**src/mmpcc_pkg.sv**
```systemverilog
`default_nettype none

package mmpcc_pkg;

  // widest sample precision that is honoured
  localparam int unsigned SAMPLE_BITS = 16;

  // width of the cmyk inverted terms, 255*2^16 - x*S
  localparam int unsigned KW = 44;

  localparam logic [2:0] MODE_RGB   = 3'd0;
  localparam logic [2:0] MODE_RGBA  = 3'd1;
  localparam logic [2:0] MODE_GRAY  = 3'd2;
  localparam logic [2:0] MODE_GRAYA = 3'd3;
  localparam logic [2:0] MODE_SYCC  = 3'd4;
  localparam logic [2:0] MODE_EYCC  = 3'd5;
  localparam logic [2:0] MODE_CMYK  = 3'd6;

  localparam logic [2:0] CFG_COLOR_MODE    = 3'd0;
  localparam logic [2:0] CFG_PRECISION_A   = 3'd1;
  localparam logic [2:0] CFG_PRECISION_B   = 3'd2;
  localparam logic [2:0] CFG_PRECISION_C   = 3'd3;
  localparam logic [2:0] CFG_PRECISION_D   = 3'd4;
  localparam logic [2:0] CFG_CHROMA_SIGNED = 3'd5;
  localparam logic [2:0] CFG_ALPHA_LEADING = 3'd6;

  typedef struct packed {
    logic s4;
    logic s5;
    logic s6;
  } mmpcc_en_t;

  function automatic logic [4:0] eff_prec(input logic [4:0] p);
    logic [4:0] r;
    r = p;
    if (p == 5'd0) r = 5'd1;
    else if (p > 5'(SAMPLE_BITS)) r = 5'(SAMPLE_BITS);
    return r;
  endfunction

  // ceil(255*2^16 / (2^p - 1))
  function automatic logic [23:0] scale_of(input logic [4:0] p);
    logic [23:0] s;
    case (p)
      5'd1:    s = 24'd16711680;
      5'd2:    s = 24'd5570560;
      5'd3:    s = 24'd2387383;
      5'd4:    s = 24'd1114112;
      5'd5:    s = 24'd539087;
      5'd6:    s = 24'd265265;
      5'd7:    s = 24'd131589;
      5'd8:    s = 24'd65536;
      5'd9:    s = 24'd32704;
      5'd10:   s = 24'd16336;
      5'd11:   s = 24'd8164;
      5'd12:   s = 24'd4081;
      5'd13:   s = 24'd2041;
      5'd14:   s = 24'd1021;
      5'd15:   s = 24'd511;
      default: s = 24'd256;
    endcase
    return s;
  endfunction

  function automatic logic signed [17:0] half_of(input logic [4:0] p);
    return 18'sd1 <<< (p - 5'd1);
  endfunction

  // q.16 value truncated and clamped to 0..255
  function automatic logic [7:0] fin16(input logic signed [42:0] v);
    logic [7:0] r;
    if (v[42]) r = 8'd0;
    else if (|v[41:24]) r = 8'd255;
    else r = v[23:16];
    return r;
  endfunction

  // q.32 value truncated and clamped to 0..255
  function automatic logic [7:0] fin32(input logic signed [61:0] v);
    logic [7:0] r;
    if (v[61]) r = 8'd0;
    else if (|v[60:40]) r = 8'd255;
    else r = v[39:32];
    return r;
  endfunction

endpackage

`default_nettype wire

```
**src/mmpcc_cmyk.sv**
```systemverilog
`default_nettype none

module mmpcc_cmyk (
  input  wire logic                            clk_i,
  input  wire mmpcc_pkg::mmpcc_en_t            en_i,
  input  wire logic signed [mmpcc_pkg::KW-1:0] x_i,
  input  wire logic signed [mmpcc_pkg::KW-1:0] k_i,
  output logic [7:0]                           chan_o
);

  localparam int unsigned KW_TOP = mmpcc_pkg::KW - 1;

  logic        zero4_d, sat4_d;
  logic [41:0] ax, ak;
  logic [23:0] small4_d;
  logic [41:0] big4_d;

  logic        zero4_q, sat4_q;
  logic [23:0] small4_q;
  logic [41:0] big4_q;

  logic        zero5_q, sat5_q;
  logic [44:0] ph5_q, pl5_q;
  logic [44:0] ph5_d, pl5_d;

  logic        zero6_q, sat6_q, sat6_d;
  logic [15:0] q6_q;
  logic [65:0] prod;
  logic [33:0] qfull;

  logic [23:0] est;
  logic [7:0]  e;
  logic [16:0] rem;

  always_comb begin
    ax = x_i[KW_TOP] ? 42'(-x_i) : 42'(x_i);
    ak = k_i[KW_TOP] ? 42'(-k_i) : 42'(k_i);
    zero4_d = (x_i == '0) || (k_i == '0) || (x_i[KW_TOP] != k_i[KW_TOP]);
    // both at or above 2^24: the product is past 255*255*2^32
    sat4_d = (|ax[41:24]) && (|ak[41:24]);
    if (|ax[41:24]) begin
      small4_d = ak[23:0];
      big4_d   = ax;
    end else begin
      small4_d = ax[23:0];
      big4_d   = ak;
    end
  end

  always_ff @(posedge clk_i) begin
    if (en_i.s4) begin
      zero4_q  <= zero4_d;
      sat4_q   <= sat4_d;
      small4_q <= small4_d;
      big4_q   <= big4_d;
    end
  end

  assign ph5_d = 45'(small4_q) * 45'(big4_q[41:21]);
  assign pl5_d = 45'(small4_q) * 45'(big4_q[20:0]);

  always_ff @(posedge clk_i) begin
    if (en_i.s5) begin
      zero5_q <= zero4_q;
      sat5_q  <= sat4_q;
      ph5_q   <= ph5_d;
      pl5_q   <= pl5_d;
    end
  end

  assign prod   = (66'(ph5_q) << 21) + 66'(pl5_q);
  assign qfull  = prod[65:32];
  assign sat6_d = sat5_q || (qfull >= 34'd65025);

  always_ff @(posedge clk_i) begin
    if (en_i.s6) begin
      zero6_q <= zero5_q;
      sat6_q  <= sat6_d;
      q6_q    <= qfull[15:0];
    end
  end

  // divide by 255: estimate with 257/65536, at most one short
  always_comb begin
    est = 24'(q6_q) * 24'd257;
    e   = est[23:16];
    rem = 17'(q6_q) - 17'(e) * 17'd255;
    if (rem >= 17'd255) e = e + 8'd1;
    if (zero6_q) chan_o = 8'd0;
    else if (sat6_q) chan_o = 8'd255;
    else chan_o = e;
  end

endmodule

`default_nettype wire

```
**config.mk**
```make
export PLATFORM = sky130hd
export DESIGN_NAME = mmpcc_cmyk
export DESIGN_NICKNAME = d
export VERILOG_FILES = /design/src/mmpcc_pkg.sv /design/src/mmpcc_cmyk.sv
export SDC_FILE = /design/constraint.sdc
export NUM_CORES = 2
export LEC_CHECK = 0
export BUFFER_PORTS_ARGS = -buffer_cell sky130_fd_sc_hd__buf_2
export CAP_MARGIN = 25
export CORE_UTILIZATION = 59
export CTS_BUF_LIST = sky130_fd_sc_hd__clkbuf_8 sky130_fd_sc_hd__clkbuf_16
export CTS_CLUSTER_DIAMETER = 30
export CTS_CLUSTER_SIZE = 10
export DETAILED_ROUTE_END_ITERATION = 8
export PLACE_DENSITY = 0.88
export SETUP_SLACK_MARGIN = 0.2
export SKIP_LAST_GASP = 1
export SLEW_MARGIN = 10
export SYNTH_ARGS = -nofsm -noshare
export SYNTH_HDL_FRONTEND = slang
export SYNTH_SLANG_ARGS = --single-unit
```
**constraint.sdc**
```tcl
create_clock -name clk_i -period 10 [get_ports clk_i]
set_input_delay 1.5 -clock clk_i [delete_from_list [all_inputs] [get_ports clk_i]]
set_output_delay 1.5 -clock clk_i [all_outputs]
set_load 0.05 [all_outputs]
```
== After elaboration in Yosys (flattened, before gate mapping) ==
Cells that the tools add are included.

* Output and inout bits: 8
* Flip-flop bits (word level): 178

* Mux-type cells: 7
* $mul: 4
* Equality and inequality tests: 1
* Order comparisons: 2
* Reduce and logical (&&, ||, !) cells: 8
* $add $sub $neg: 5

{| class="wikitable"
|+ Operators by type and width
! operator !! count
|-
| $mux 42 || 3
|-
| $mul 24x21->45 || 2
|-
| $logic_not 44->1 || 2
|-
| $neg 42->42 || 2
|-
| $add 66x45->66 || 1
|-
| $reduce_or 18->1 || 2
|-
| $ge 34x16->1 const B || 1
|-
| $mul 16x9->24 const B || 1
|-
| $mux 24 || 1
|-
| $mux 8 || 3
|-
| $ge 17x8->1 const B || 1
|-
| $sub 16x16->17 || 1
|-
| $mul 8x8->16 const B || 1
|-
| $add 8x1->8 const B || 1
|-
| $logic_or 1x1->1 || 3
|-
| $logic_and 1x1->1 || 1
|-
| $ne 1x1->1 || 1
|}

== Longest topological paths before layout ==
* Depth in word-level cells: 7
* Gate-level depth with buffers: 31
* Depth with buffers taken out: 31

== Least setup slack after synthesis ==
Ideal clock, no wire load.

* Path type: flip-flop to output port
* From: register q6_q[3]
* To: output chan_o[2]
* Arrival time: 8.615 ns
* Stages on the path, launching flop included: 32
* Required time: 8.500 ns
* Path slack: -0.115 ns
* Buffers on the path: 0
* Path through: edfxtp_1 > ha_1 > ha_1 > ha_1 > nand3_1 > o211a_1 > a21oi_1 > a41o_1 > and3_1 > nand2_1 > nor2_1 > xnor2_1 > inv_1 > fa_1 > inv_1 > fa_1 > inv_1 > fa_1 > inv_1 > fa_1 > inv_1 > ha_1 > a21oi_1 > o21ai_0 > a21oi_1 > o21ai_0 > a21oi_1 > mux2_2 > nor4_1 > nand3_1 > and4_1 > nor3_1

* Cells in the longest elaborated chain, start to end: 7
* Elaborated cells on any way between the ends: 8

{| class="wikitable"
|+ RTL lines
! what !! line !! text
|-
| start: declaration || mmpcc_cmyk.sv:27 || <nowiki>logic [15:0] q6_q;</nowiki>
|-
| start signal: assignment || mmpcc_cmyk.sv:79 || <nowiki>q6_q <= qfull[15:0];</nowiki>
|-
| $mul 16x9->24 || mmpcc_cmyk.sv:85 || <nowiki>est = 24'(q6_q) * 24'd257;</nowiki>
|-
| $mul 8x8->16 || mmpcc_cmyk.sv:87 || <nowiki>rem = 17'(q6_q) - 17'(e) * 17'd255;</nowiki>
|-
| $sub 16x16->17 || mmpcc_cmyk.sv:87 ||
|-
| $ge 17x8->1 || mmpcc_cmyk.sv:88 || <nowiki>if (rem >= 17'd255) e = e + 8'd1;</nowiki>
|-
| $mux 8 (*) || mmpcc_cmyk.sv:88 ||
|-
| $mux 8 (*) || mmpcc_cmyk.sv:90 || <nowiki>else if (sat6_q) chan_o = 8'd255;</nowiki>
|-
| $mux 8 (*) || mmpcc_cmyk.sv:89 || <nowiki>if (zero6_q) chan_o = 8'd0;</nowiki>
|-
| end: declaration || mmpcc_cmyk.sv:8 || <nowiki>output logic [7:0] chan_o</nowiki>
|}

Every way passes the cells marked *; elsewhere a longest branch is shown, timed or not.

== Final worst setup path ==
Same ends and word-level chain as after synthesis.

==> flow_summary.toml <==
[logic_synthesis]
synth-seq-cells = 157
synth_area_leaders = "fa_1 41%, ha_1 12%, edfxtp_1 11%"
synthCells = 4581
yosys-top-cells-count = "932 x inv_1, 867 x fa_1, 735 x nand2_1, 399 x ha_1, 356 x and2_1"
syn-num-nets = 5939
yosysWarnings = 0
yosysMostFrequentCell = "inv_1"
async_reset_ff_frac = 0
synth-edff-count = 157
synth_top_cell_by_area = "fa_1"
synthFlopType = "edfxtp_1"
syn_area_per_cell_um2 = 9.35
synth_area_um2 = 42800
ys_seq_area_frac = 0.110
ys_types = 84
yosysTopAreaCellShare = 0.405

[route]
route.detailed.drc = 0
wl_per_cell_um = 19.7
viasPerCell = 5.89
num_vias = 32721
wirelength_mm = 110
initialDrtViolationCount = 2708
detail-route-antenna-nets = 0
first_pass_iters = 6

[grt]
gr-total-overflow = 0
grt_start_max_net_pins = 72
grt_use_total = 0.305
antenna_found_initial = 6
grt_pass1_vias = 35136
grt_pass1_wl_mm = 178

[die]
start_util = 0.598
die-width_um = 271
fp.dieArea_um2 = 73700
io_pins = 100
dieHeight_um = 271
num_rows = 98
core-area_um2 = 71600

[sta]
fin_skew_ns = 0.0160
holdWs_ns = 0.433
min_period_ns = 9.61
slew_viol_final = 0
slew_headroom = 0.259
worst_pin_slew_ns = 1.10
fmax_mhz = 104
period_share = 0.961
fin_ws_ns = 0.391
setup_viol = 0
finalHoldViolations = 0
rsz0062_at_grt = "false"

[worst_setup_path]
critPathRequiredTime_ns = 8.50
startpoint_type = "flip-flop"
slowest_delay_ns = 0.55
crit_top_cell = "fa_1"
path_class = "flip-flop to primary output"
crit_slowest_cell = "fa_1"
worst-path-max-fanout = 5
end_kind = "primary output"
cp.arrival_ns = 8.11

[cts]
clk_latency_ns = 0.50
path_clk_slew_ns = 0.08
htreeDepth = 4
clk_path_buf_depth = 2
cts_tree = "yes"
cts_sinks = 157
cts_made_buffers = 17
root_buffer = "clkbuf_16"
hold_buffers = 0

[place]
dp_hpwl_mm = 86.3
routabilityCongestion = 0.965
dp.cells = 5494
portBuffers = 99
place_ws_ns = 0.274

[layout]
nFillCells = 5254
fin_nets = 5948
stdcell_count = 5557
multi_input_area_um2 = 34200
drive_gt1_frac = 0.0680
area.growth.synth_to_final_pct = 6.30
ff_latch_area_um2 = 4710

[job]
drv_cap = 0

[min_path]
hp-class = "flip-flop to flip-flop"

[run_status]
run_status = "finished, final reports clean"
## per-layer routing
metal | part of all wire | up-vias | track usage
li1 | - | 14110 | -
met1 | 0.36 | 16111 | 0.380
met2 | 0.47 | 2004 | 0.503
met3 | 0.11 | 492 | 0.0704
met4 | 0.052 | 4 | 0.150
met5 | 0.00025 | - | 0
## final timing paths
check | start | endpoint | slack [ns] | cells after the start
hold / removal | zero5_q | zero6_q | 0.43 | 0
setup / recovery | q6_q[3] | chan_o[2] | 0.39 | 32
setup reg to reg | big4_q[6] | pl5_q[38] | 1.20 | 23
hold reg to reg | zero5_q | zero6_q | 0.43 | 0
## state kept, by name, summed over array words and instances (netlist names)
signal    cells
ph5_q        45
big4_q       42
pl5_q        24
small4_q     24
q6_q         16
sat4_q        1
sat5_q        1
sat6_q        1
zero4_q       1
zero5_q       1
zero6_q       1
## layout make-up
cell class,count,area share
inverters,933,0.0770
diodes,4,0.000220
repair buffers,199,0.0302
flip-flops and latches,157,0.104
multi-input cells,3282,0.750
well taps,950,0.0261
clock inverters,15,0.00335
clock buffers,17,0.00934
## layout by cell type (no fill, tap or decap), types with 92 or more instances in the layout
cell	instances
xor2_1	100
fa_1	867
a21oi_1	97
and2_1	356
nand2_1	734
edfxtp_1	157
buf_4	93
buf_2	92
ha_1	389
inv_1	923
## cells by family after synthesis
group,count (synthesis),share of synthesized area
multiplexers,58,0.0138
buffers and inverters,1142,0.101
AND/OR/NAND/NOR,1367,0.154
AO/OA/AOI/OAI,406,0.0618
XOR/XNOR,185,0.0378
adder cells (fa/ha/maj),1266,0.522
flip-flops,157,0.110
## repair_timing
item                                    in CTS  in global routing
gates resized for setup                     17                 56
endpoints found under the setup margin       8                  8
pin swaps                                    3                 37
cloned                                       0                  1
setup buffers                                4                 18
## critical path, delay by kind of cell (launching register included)
| family | cells | cell delay (ns) |
|---|---|---|
| AND/OR/NAND/NOR | 7 | 1.17 |
| buffers and inverters | 9 | 1.03 |
| adder cells (fa/ha/maj) | 8 | 3.18 |
| XOR/XNOR | 1 | 0.16 |
| flip-flops | 1 | 0.42 |
| AO/OA/AOI/OAI | 7 | 1.67 |
## stage by stage
step / instance area, um^2 / utilization / TNS [ns]
6_report: 45500 / 0.636 / 0
5_1_grt: 45500 / 0.636 / 0
4_1_cts: 45000 / 0.628 / 0
3_5_place_dp: 44300 / 0.618 / 0
3_3_place_gp: 44300 / 0.618 / 0
2_1_floorplan: 42900 / - / -0.0915
Power is left out: the tool's default activity adds up to more than one toggle a clock period on the data nets, which glitch-free logic cannot reach.
